[src/rtl/core/rme_pkg.sv]
// ----------------------------------------------------------------------------
// rme_pkg
// Shared types, constants and helpers for the register machine execute core.
// ----------------------------------------------------------------------------
package rme_pkg;

    localparam int NUM_REGS   = 6;
    localparam int WORD_WIDTH = 32;
    localparam int CFG_IDX_W  = 1;

    typedef logic [WORD_WIDTH-1:0] t_word;

    typedef enum logic [CFG_IDX_W-1:0] {
        CFG_IP_REGISTER = 1'b0,
        CFG_START_VALUE = 1'b1
    } t_cfg_index;

    typedef enum logic [3:0] {
        FN_ADDR = 4'd0,
        FN_ADDI = 4'd1,
        FN_MULR = 4'd2,
        FN_MULI = 4'd3,
        FN_BANR = 4'd4,
        FN_BANI = 4'd5,
        FN_BORR = 4'd6,
        FN_BORI = 4'd7,
        FN_SETR = 4'd8,
        FN_SETI = 4'd9,
        FN_GTIR = 4'd10,
        FN_GTRI = 4'd11,
        FN_GTRR = 4'd12,
        FN_EQIR = 4'd13,
        FN_EQRI = 4'd14,
        FN_EQRR = 4'd15
    } t_func;

    typedef struct packed {
        logic [3:0]         func;
        logic signed [31:0] operand_a;
        logic signed [31:0] operand_b;
        logic [2:0]         dest_index;
        logic               restart;
    } t_in_item;

    typedef struct packed {
        logic signed [31:0] next_ip;
        logic signed [31:0] reg_zero;
        logic signed [31:0] reg_one;
        logic signed [31:0] reg_two;
        logic signed [31:0] reg_three;
        logic signed [31:0] reg_four;
        logic signed [31:0] reg_five;
        logic               fault;
    } t_out_item;

    // Sign-extend (or truncate) a 32-bit field to the machine word.
    function automatic t_word sext32(input logic [31:0] v);
        logic [63:0] wide;
        wide = {{32{v[31]}}, v};
        return wide[WORD_WIDTH-1:0];
    endfunction

    // Low 32 bits of a machine word, zero-filled when the word is narrower.
    function automatic logic [31:0] low32(input t_word w);
        logic [63:0] wide;
        wide = 64'(w);
        return wide[31:0];
    endfunction

    function automatic logic a_is_reg(input t_func f);
        logic r;
        case (f)
            FN_SETI, FN_GTIR, FN_EQIR: r = 1'b0;
            default:                   r = 1'b1;
        endcase
        return r;
    endfunction

    function automatic logic b_is_reg(input t_func f);
        logic r;
        case (f)
            FN_ADDR, FN_MULR, FN_BANR, FN_BORR,
            FN_GTIR, FN_GTRR, FN_EQIR, FN_EQRR: r = 1'b1;
            default:                            r = 1'b0;
        endcase
        return r;
    endfunction

endpackage

[src/rtl/core/rme_alu.sv]
// ----------------------------------------------------------------------------
// rme_alu
// Opcode evaluation on two selected operands: add, multiply, logic, set and
// signed compares.
// ----------------------------------------------------------------------------
module rme_alu import rme_pkg::*; (
    input  t_func i_func,
    input  t_word i_a,
    input  t_word i_b,
    output t_word o_res
);

    logic w_gt;
    logic w_eq;

    assign w_gt = $signed(i_a) > $signed(i_b);
    assign w_eq = (i_a == i_b);

    always_comb begin
        case (i_func)
            FN_ADDR, FN_ADDI:          o_res = i_a + i_b;
            FN_MULR, FN_MULI:          o_res = i_a * i_b;
            FN_BANR, FN_BANI:          o_res = i_a & i_b;
            FN_BORR, FN_BORI:          o_res = i_a | i_b;
            FN_SETR, FN_SETI:          o_res = i_a;
            FN_GTIR, FN_GTRI, FN_GTRR: o_res = {{(WORD_WIDTH-1){1'b0}}, w_gt};
            FN_EQIR, FN_EQRI, FN_EQRR: o_res = {{(WORD_WIDTH-1){1'b0}}, w_eq};
            default:                   o_res = '0;
        endcase
    end

endmodule

[src/rtl/core/register_machine_execute_core.sv]
// ----------------------------------------------------------------------------
// register_machine_execute_core
// Datapath: a transaction accepted into the input register moves into the
// result register when it advances; an output stall keeps it waiting.
// Throughput: one instruction per cycle unless the output stalls; register
// file and pointer update as an instruction enters the result register.
// Reset: synchronous, active low; clears registers, pointer and configuration.
// ----------------------------------------------------------------------------
module register_machine_execute_core import rme_pkg::*; (
    input  logic                 i_clk,
    input  logic                 i_rst_n,
    input  logic                 i_in_valid,
    output logic                 o_in_stall,
    input  t_in_item             i_in_data,
    output logic                 o_out_valid,
    input  logic                 i_out_stall,
    output t_out_item            o_out_data,
    input  logic                 i_cfg_valid,
    output logic                 o_cfg_ready,
    input  logic [CFG_IDX_W-1:0] i_cfg_index,
    input  logic [31:0]          i_cfg_data
);

    logic        r_in_valid;
    t_in_item    r_in;
    logic        r_out_valid;
    t_out_item   r_out;
    t_word       r_regs [NUM_REGS];
    t_word       r_ip;
    logic [2:0]  r_ip_register;
    logic [31:0] r_start_value;

    t_word       n_regs [NUM_REGS];
    t_word       n_ip;
    t_out_item   n_out;

    logic        w_advance;
    logic        w_in_take;
    t_func       w_func;
    logic        w_bound;
    t_word       w_ip_base;
    t_word       w_regs_rs [NUM_REGS];
    t_word       w_reg_a;
    t_word       w_reg_b;
    t_word       w_a;
    t_word       w_b;
    t_word       w_res;
    logic        w_a_bad;
    logic        w_b_bad;
    logic        w_fault;
    t_word       w_bound_val;
    logic [31:0] w_out_regs [6];

    assign w_advance   = r_in_valid && (!r_out_valid || !i_out_stall);
    assign o_in_stall  = r_in_valid && !w_advance;
    assign w_in_take   = i_in_valid && !o_in_stall;
    assign o_out_valid = r_out_valid;
    assign o_out_data  = r_out;
    assign o_cfg_ready = 1'b1;
    assign w_func      = t_func'(r_in.func);
    assign w_bound     = 32'(r_ip_register) < 32'(NUM_REGS);

    // Restart, then copy the pointer into the bound register.
    always_comb begin
        w_ip_base = r_in.restart ? '0 : r_ip;
        for (int i = 0; i < NUM_REGS; i++) begin
            if (r_in.restart) begin
                w_regs_rs[i] = (i == 0) ? sext32(r_start_value) : '0;
            end else begin
                w_regs_rs[i] = r_regs[i];
            end
            if (w_bound && 32'(r_ip_register) == 32'(i)) begin
                w_regs_rs[i] = w_ip_base;
            end
        end
    end

    // Operand fetch; an out-of-range index reads as zero.
    always_comb begin
        w_reg_a = '0;
        w_reg_b = '0;
        for (int i = 0; i < NUM_REGS; i++) begin
            if ($unsigned(r_in.operand_a) == 32'(i)) begin
                w_reg_a = w_regs_rs[i];
            end
            if ($unsigned(r_in.operand_b) == 32'(i)) begin
                w_reg_b = w_regs_rs[i];
            end
        end
        w_a_bad = a_is_reg(w_func) && !($unsigned(r_in.operand_a) < 32'(NUM_REGS));
        w_b_bad = b_is_reg(w_func) && !($unsigned(r_in.operand_b) < 32'(NUM_REGS));
        w_a     = a_is_reg(w_func) ? w_reg_a : sext32(r_in.operand_a);
        w_b     = b_is_reg(w_func) ? w_reg_b : sext32(r_in.operand_b);
    end

    rme_alu u_alu (
        .i_func (w_func),
        .i_a    (w_a),
        .i_b    (w_b),
        .o_res  (w_res)
    );

    // Write back, advance the pointer and assemble the result transaction.
    always_comb begin
        w_fault = !w_bound || w_a_bad || w_b_bad
                  || !(32'(r_in.dest_index) < 32'(NUM_REGS));
        w_bound_val = '0;
        for (int i = 0; i < NUM_REGS; i++) begin
            n_regs[i] = w_regs_rs[i];
            if (!w_fault && 32'(r_in.dest_index) == 32'(i)) begin
                n_regs[i] = w_res;
            end
            if (32'(r_ip_register) == 32'(i)) begin
                w_bound_val = n_regs[i];
            end
        end
        n_ip = w_bound ? w_bound_val + t_word'(1) : w_ip_base + t_word'(1);

        for (int k = 0; k < 6; k++) begin
            w_out_regs[k] = '0;
            for (int j = 0; j < NUM_REGS; j++) begin
                if (j == k) begin
                    w_out_regs[k] = low32(n_regs[j]);
                end
            end
        end
        n_out.next_ip   = low32(n_ip);
        n_out.reg_zero  = w_out_regs[0];
        n_out.reg_one   = w_out_regs[1];
        n_out.reg_two   = w_out_regs[2];
        n_out.reg_three = w_out_regs[3];
        n_out.reg_four  = w_out_regs[4];
        n_out.reg_five  = w_out_regs[5];
        n_out.fault     = w_fault;
    end

    always_ff @(posedge i_clk) begin
        if (!i_rst_n) begin
            r_in_valid    <= 1'b0;
            r_out_valid   <= 1'b0;
            r_ip          <= '0;
            r_ip_register <= '0;
            r_start_value <= '0;
            for (int i = 0; i < NUM_REGS; i++) begin
                r_regs[i] <= '0;
            end
        end else begin
            if (w_in_take) begin
                r_in_valid <= 1'b1;
            end else if (w_advance) begin
                r_in_valid <= 1'b0;
            end

            if (w_advance) begin
                r_out_valid <= 1'b1;
                r_ip        <= n_ip;
                for (int i = 0; i < NUM_REGS; i++) begin
                    r_regs[i] <= n_regs[i];
                end
            end else if (!i_out_stall) begin
                r_out_valid <= 1'b0;
            end

            if (i_cfg_valid && o_cfg_ready) begin
                case (t_cfg_index'(i_cfg_index))
                    CFG_IP_REGISTER: r_ip_register <= i_cfg_data[2:0];
                    CFG_START_VALUE: r_start_value <= i_cfg_data;
                    default:         ;
                endcase
            end
        end
    end

    // Payload registers: hold while stalled.
    always_ff @(posedge i_clk) begin
        if (w_in_take) begin
            r_in <= i_in_data;
        end
        if (w_advance) begin
            r_out <= n_out;
        end
    end

`ifndef SYNTHESIS
    a_advance_fills_output: assert property (@(posedge i_clk) disable iff (!i_rst_n)
        w_advance |=> r_out_valid)
        else $error("result register not loaded after advance");

    a_ip_matches_result: assert property (@(posedge i_clk) disable iff (!i_rst_n)
        w_advance |=> (r_out.next_ip == low32(r_ip)))
        else $error("reported pointer differs from architectural pointer");

    a_unbound_faults: assert property (@(posedge i_clk) disable iff (!i_rst_n)
        (w_advance && !w_bound) |=> r_out.fault)
        else $error("unbound pointer register did not raise fault");
`endif

endmodule
[config.mk]
export PLATFORM = sky130hd
export DESIGN_NAME = register_machine_execute_core
export DESIGN_NICKNAME = d
export VERILOG_FILES = /design/src/rtl/core/rme_pkg.sv /design/src/rtl/core/rme_alu.sv /design/src/rtl/core/register_machine_execute_core.sv
export SDC_FILE = /design/constraint.sdc
export NUM_CORES = 2
export LEC_CHECK = 0
export ABC_AREA = 1
export BUFFER_PORTS_ARGS = -buffer_cell sky130_fd_sc_hd__buf_2
export CAP_MARGIN = 25
export CORE_ASPECT_RATIO = 1.75
export CORE_MARGIN = 3
export CORE_UTILIZATION = 50
export DETAILED_ROUTE_END_ITERATION = 7
export GPL_TIMING_DRIVEN = 0
export PLACE_DENSITY = 0.79
export SYNTH_ARGS = -nofsm -noshare
export SYNTH_HDL_FRONTEND = slang
export SYNTH_SLANG_ARGS = --single-unit
export TNS_END_PERCENT = 20
[constraint.sdc]
create_clock -name i_clk -period 25.6 [get_ports i_clk]
set_input_delay 2.56 -clock i_clk [delete_from_list [all_inputs] [get_ports i_clk]]
set_output_delay 2.56 -clock i_clk [all_outputs]
set_load 0.03 [all_outputs]
==> results.toml, run 1 <==
[logic_synthesis]
syn_inst = 6605
synth_nets = 7344
synth-edff-count = 489
yosys_warnings = 0
synth-seq-cells = 559
synthFlopType = "edfxtp_1"
post_synth.cell_area_avg_um2 = 7.75
netlist_area_mm2 = 0.0512
yosys.cell_types.count = 67
postSynth.asyncResetShare = 0
ys_seq_area_frac = 0.314

[placed_design]
gp_congestion = 1.30
pre_cts_ws_ns = 11.31
hpwlAfterDp_um = 249000
numPortBuffers = 335
dpl_cell_area_mm2 = 0.0553
dpl.cell_count = 8312

[clocking]
post_cts_resized = 0
cts_sinks = 559
cts_setup_buffers = 0
cts_root_buffer = "clkbuf_16"
cts_hold_buf = 0
cts_max_level = 2
cts_max_path_buffers = 3
cts_inserted_buffers = 47

[run_status]
status = "aborted with a tool error"
stop_stage = "5_1_grt"
toolErrorMsg = "[ERROR GRT-0116] Global routing finished with congestion. Check the congestion regions in the DRC Viewer."

[global_routing]
grt_pass1_wl_um = 543000
grt_usage = 0.705
first_global_vias = 61598
grt_max_degree = 114
overflow = 1080

[die]
rows = 154
ioPinCount = 338
die_w_um = 248
die_y_um = 429
initial_core_util = 0.506
==> stage by stage <==
step	utilization	hold WS, ns
after floorplan	-	0.426
after global placement	0.539	0.447
after detailed placement	0.546	0.454
after CTS	0.563	0.464
==> cell families after synthesis <==
kind of cell | share of synthesized area
flip-flops | 0.314
AND/OR/NAND/NOR | 0.231
AO/OA/AOI/OAI | 0.114
buffers and inverters | 0.116
adder cells (fa/ha/maj) | 0.214
XOR/XNOR | 0.0104
other | 0.0000733
==> synth_stat cells, types with 17 or more instances <==
master | count | area (um^2)
nand2_1 | 1679 | 6300
inv_1 | 1137 | 4270
nor2_1 | 617 | 2320
edfxtp_1 | 489 | 14700
fa_1 | 409 | 8190
o21ai_0 | 311 | 1560
a21oi_1 | 306 | 1530
nand3_1 | 296 | 1480
ha_1 | 220 | 2750
clkbuf_1 | 160 | 601
o21ai_1 | 116 | 581
buf_2 | 96 | 480
dfxtp_1 | 70 | 1400
a31oi_1 | 64 | 400
inv_2 | 60 | 225
o211ai_1 | 48 | 360
or2_2 | 48 | 300
nand4_1 | 44 | 275
o21a_1 | 41 | 308
xor2_1 | 37 | 324
nand2_2 | 35 | 219
buf_1 | 26 | 97.6
o21ai_2 | 25 | 219
xnor2_1 | 22 | 193
buf_4 | 19 | 143
nand3b_1 | 17 | 128
nor2_2 | 17 | 106
==> routing by layer <==
layer,overflow,GRT usage
met4,419,0.703
met3,19,0.523
met1,8,0.690
met5,3,0.191
met2,631,0.905
==> run 2, diff against run 1 <==
--- a/config.mk
+++ b/config.mk
@@ -8,12 +8,11 @@
 export ABC_AREA = 1
 export BUFFER_PORTS_ARGS = -buffer_cell sky130_fd_sc_hd__buf_2
 export CAP_MARGIN = 25
-export CORE_ASPECT_RATIO = 1.75
 export CORE_MARGIN = 3
-export CORE_UTILIZATION = 50
+export CORE_UTILIZATION = 35
 export DETAILED_ROUTE_END_ITERATION = 7
 export GPL_TIMING_DRIVEN = 0
-export PLACE_DENSITY = 0.79
+export PLACE_DENSITY_LB_ADDON = 0.15
 export SYNTH_ARGS = -nofsm -noshare
 export SYNTH_HDL_FRONTEND = slang
 export SYNTH_SLANG_ARGS = --single-unit
==> results.toml, run 2 <==
[clocking]
post_cts_resized = 0
cts_setup_buffers = 0
cts_sinks = 559
cts_inserted_buffers = 60
clk_pin_slew_worst_paths_ns = 0.07
cts_root_buffer = "clkbuf_16"
cts_hold_buf = 0
cts_max_path_buffers = 3
cts_tree = "done"
cts_max_level = 2
insertion_delay_ns = 0.70

[detailed_routing]
drc_errors = 0
drt_iter0_drc = 7980
viasPerCell = 5.75
drt_wl_total_um = 316000
drt_first_pass_iters = 8
via_count = 52151
wl_per_cell_um = 34.8
drtAntennaViolNets = 0

[timing]
fin_crit_sh = 0.637
rsz0062_at_grt = "false"
hold_slack_ns = 0.462
slew_headroom = 0.0911
fmax_mhz = 61.3
fin_skew_ns = 0.0507
tightest_slew_ns = 1.36
setup_viol = 0
final_hold_viol_count = 0
slew_viol_final = 0
layout_min_cycle_time_ns = 16.31

[logic_synthesis]
yosys.cell_types.count = 67
yosysMostFrequentCell = "nand2_1"
synth-seq-cells = 559
synth_top_cell_by_area = "edfxtp_1"
netlist_area_mm2 = 0.0512
netlist.area_leader.share = 0.287
synth-edff-count = 489
synth_area_leaders = "edfxtp_1 29%, fa_1 16%, nand2_1 12%"
yosys_warnings = 0
postSynth.asyncResetShare = 0
synthFlopType = "edfxtp_1"
syn_inst = 6605
post_synth.cell_area_avg_um2 = 7.75
ys_seq_area_frac = 0.314
synth_nets = 7344
synth_common_cells = "1,679 x nand2_1, 1,137 x inv_1, 617 x nor2_1"

[layout]
area_delta_synth_final_pct = 14.5
num-nets-final = 7830
final_common_cell = "nand2_1"
layout_common_cells = "1,679 x nand2_1, 1,135 x inv_1, 617 x nor2_1, 489 x edfxtp_1, 436 x buf_2"
drive_above_1_share = 0.126
largest_reg_flops = 225
final_cells = 9064

[critical_path]
critical-path-max-stage-delay_ns = 0.97
worst_ep_required_time_ns = 26.05
worstSetupStartpoint = "r_in[0]"
critPathLaunchType = "flip-flop"
cp.arrival_ns = 16.76
r2r_start = "r_in[0]"
critPathTopFamily = "adder cells"
crit_buf_inv = 7
path_max_fanout = 11
cpMostUsedCell = "fa_1"
critPathSlowestCell = "nor2_1"
critPathCaptureType = "flip-flop"
worstSetupPathType = "flip-flop to flip-flop"

[placed_design]
hpwlAfterDp_um = 262000
gp_congestion = 1.06
dpl.cell_count = 8913
numPortBuffers = 335

[power]
fin_total_pwr_mw = 3.60
clockPowerShare = 0.256
peakVddDrop_mv = 0.0561
p_sw_mw = 1.62
pwr_density_cell_mw_per_mm2 = 61.4
p_leak_nw = 28.0
sequentialPowerShare = 0.301
power_frac_comb = 0.443
p_int_mw = 1.98
switching_share = 0.449

[die]
ioPinCount = 338
coreArea_mm2 = 0.144
die_y_um = 388
rows = 139
die_area_mm2 = 0.151
die_w_um = 388
initial_core_util = 0.355

[min_path]
hold_start = "r_ip[27]"
min_path_type = "flip-flop to flip-flop"

[global_routing]
grt_usage = 0.409
grt_max_degree = 102
overflow = 0
first_global_vias = 48725
antenna_found_initial = 37
grt_pass1_wl_um = 422000

[run_status]
status = "completed"

[run]
cap_violations = 0
## run 2: power by group through the flow
stage               registers, mW  logic [mW]  clock network [mW]
global placement             1.12        1.49                   0
floorplan                    1.14       0.797                   0
detailed placement           1.10        1.52                   0
global route                 1.09        1.68               0.961
finish                       1.08        1.60               0.920
CTS                          1.08        1.53               0.929
## run 2: area by class of cell
class | count | area, um^2
diodes | 22 | 55.1
multi-input cells | 4525 | 29200
clock buffers | 76 | 1610
repair buffers | 424 | 2930
plain buffers | 308 | 1400
fillers | 15388 | 85700
clock inverters | 34 | 399
inverters | 1213 | 4570
well taps | 1903 | 2380
flip-flops and latches | 559 | 16100
## run 2: worst register-to-register path, delay by kind of cell, from the launching register on
family          cells  cell delay (ns)
flops               1             0.41
fa+ha+maj          10             4.78
simple gates       14             3.77
buf+inv             7             2.36
compound gates     12             4.76
## run 2: metal layers
| metal | routed length [um] | share of wire | GRT usage | vias up |
|---|---|---|---|---|
| li1 | - | - | - | 21865 |
| met1 | 141000 | 0.45 | 0.606 | 26113 |
| met2 | 120000 | 0.38 | 0.540 | 3578 |
| met3 | 42300 | 0.13 | 0.146 | 579 |
| met4 | 12600 | 0.040 | 0.143 | 16 |
| met5 | 98 | 0.00031 | 0 | - |
## run 2: logic make-up (layout without fill, tap and decap cells)
family	count (synthesis)	count (layout)	share of synthesized area
buf+inv	1521	2055	0.116
simple gates	2827	2827	0.231
xor+xnor	60	60	0.0104
fa+ha+maj	629	629	0.214
compound gates	1008	1008	0.114
other cells	1	23	0.0000733
flops	559	559	0.314
## run 2: through the flow
stage / cell area (um^2) / TNS, ns / worst slack (ns) / util
6_report: 58600 / 0 / 9.29 / 0.406
3_3_place_gp: 55200 / -749.46 / -3.87 / 0.383
2_1_floorplan: 51200 / 0 / 4.85 / -
5_1_grt: 58600 / 0 / 9.64 / 0.406
4_1_cts: 58300 / 0 / 10.26 / 0.404
3_5_place_dp: 56300 / 0 / 10.28 / 0.390
## run 2: final timing paths
| path | end | slack (ns) | cells past startpoint |
|---|---|---|---|
| worst max register to register | o_out_data[224] | 9.29 | 43 |
| worst max-delay path | o_out_data[224] | 9.29 | 43 |
| worst min-delay path | r_ip[27] | 0.46 | 2 |
| worst min register to register | r_ip[27] | 0.46 | 2 |
Note: power is estimated with default switching activity, not from simulation.
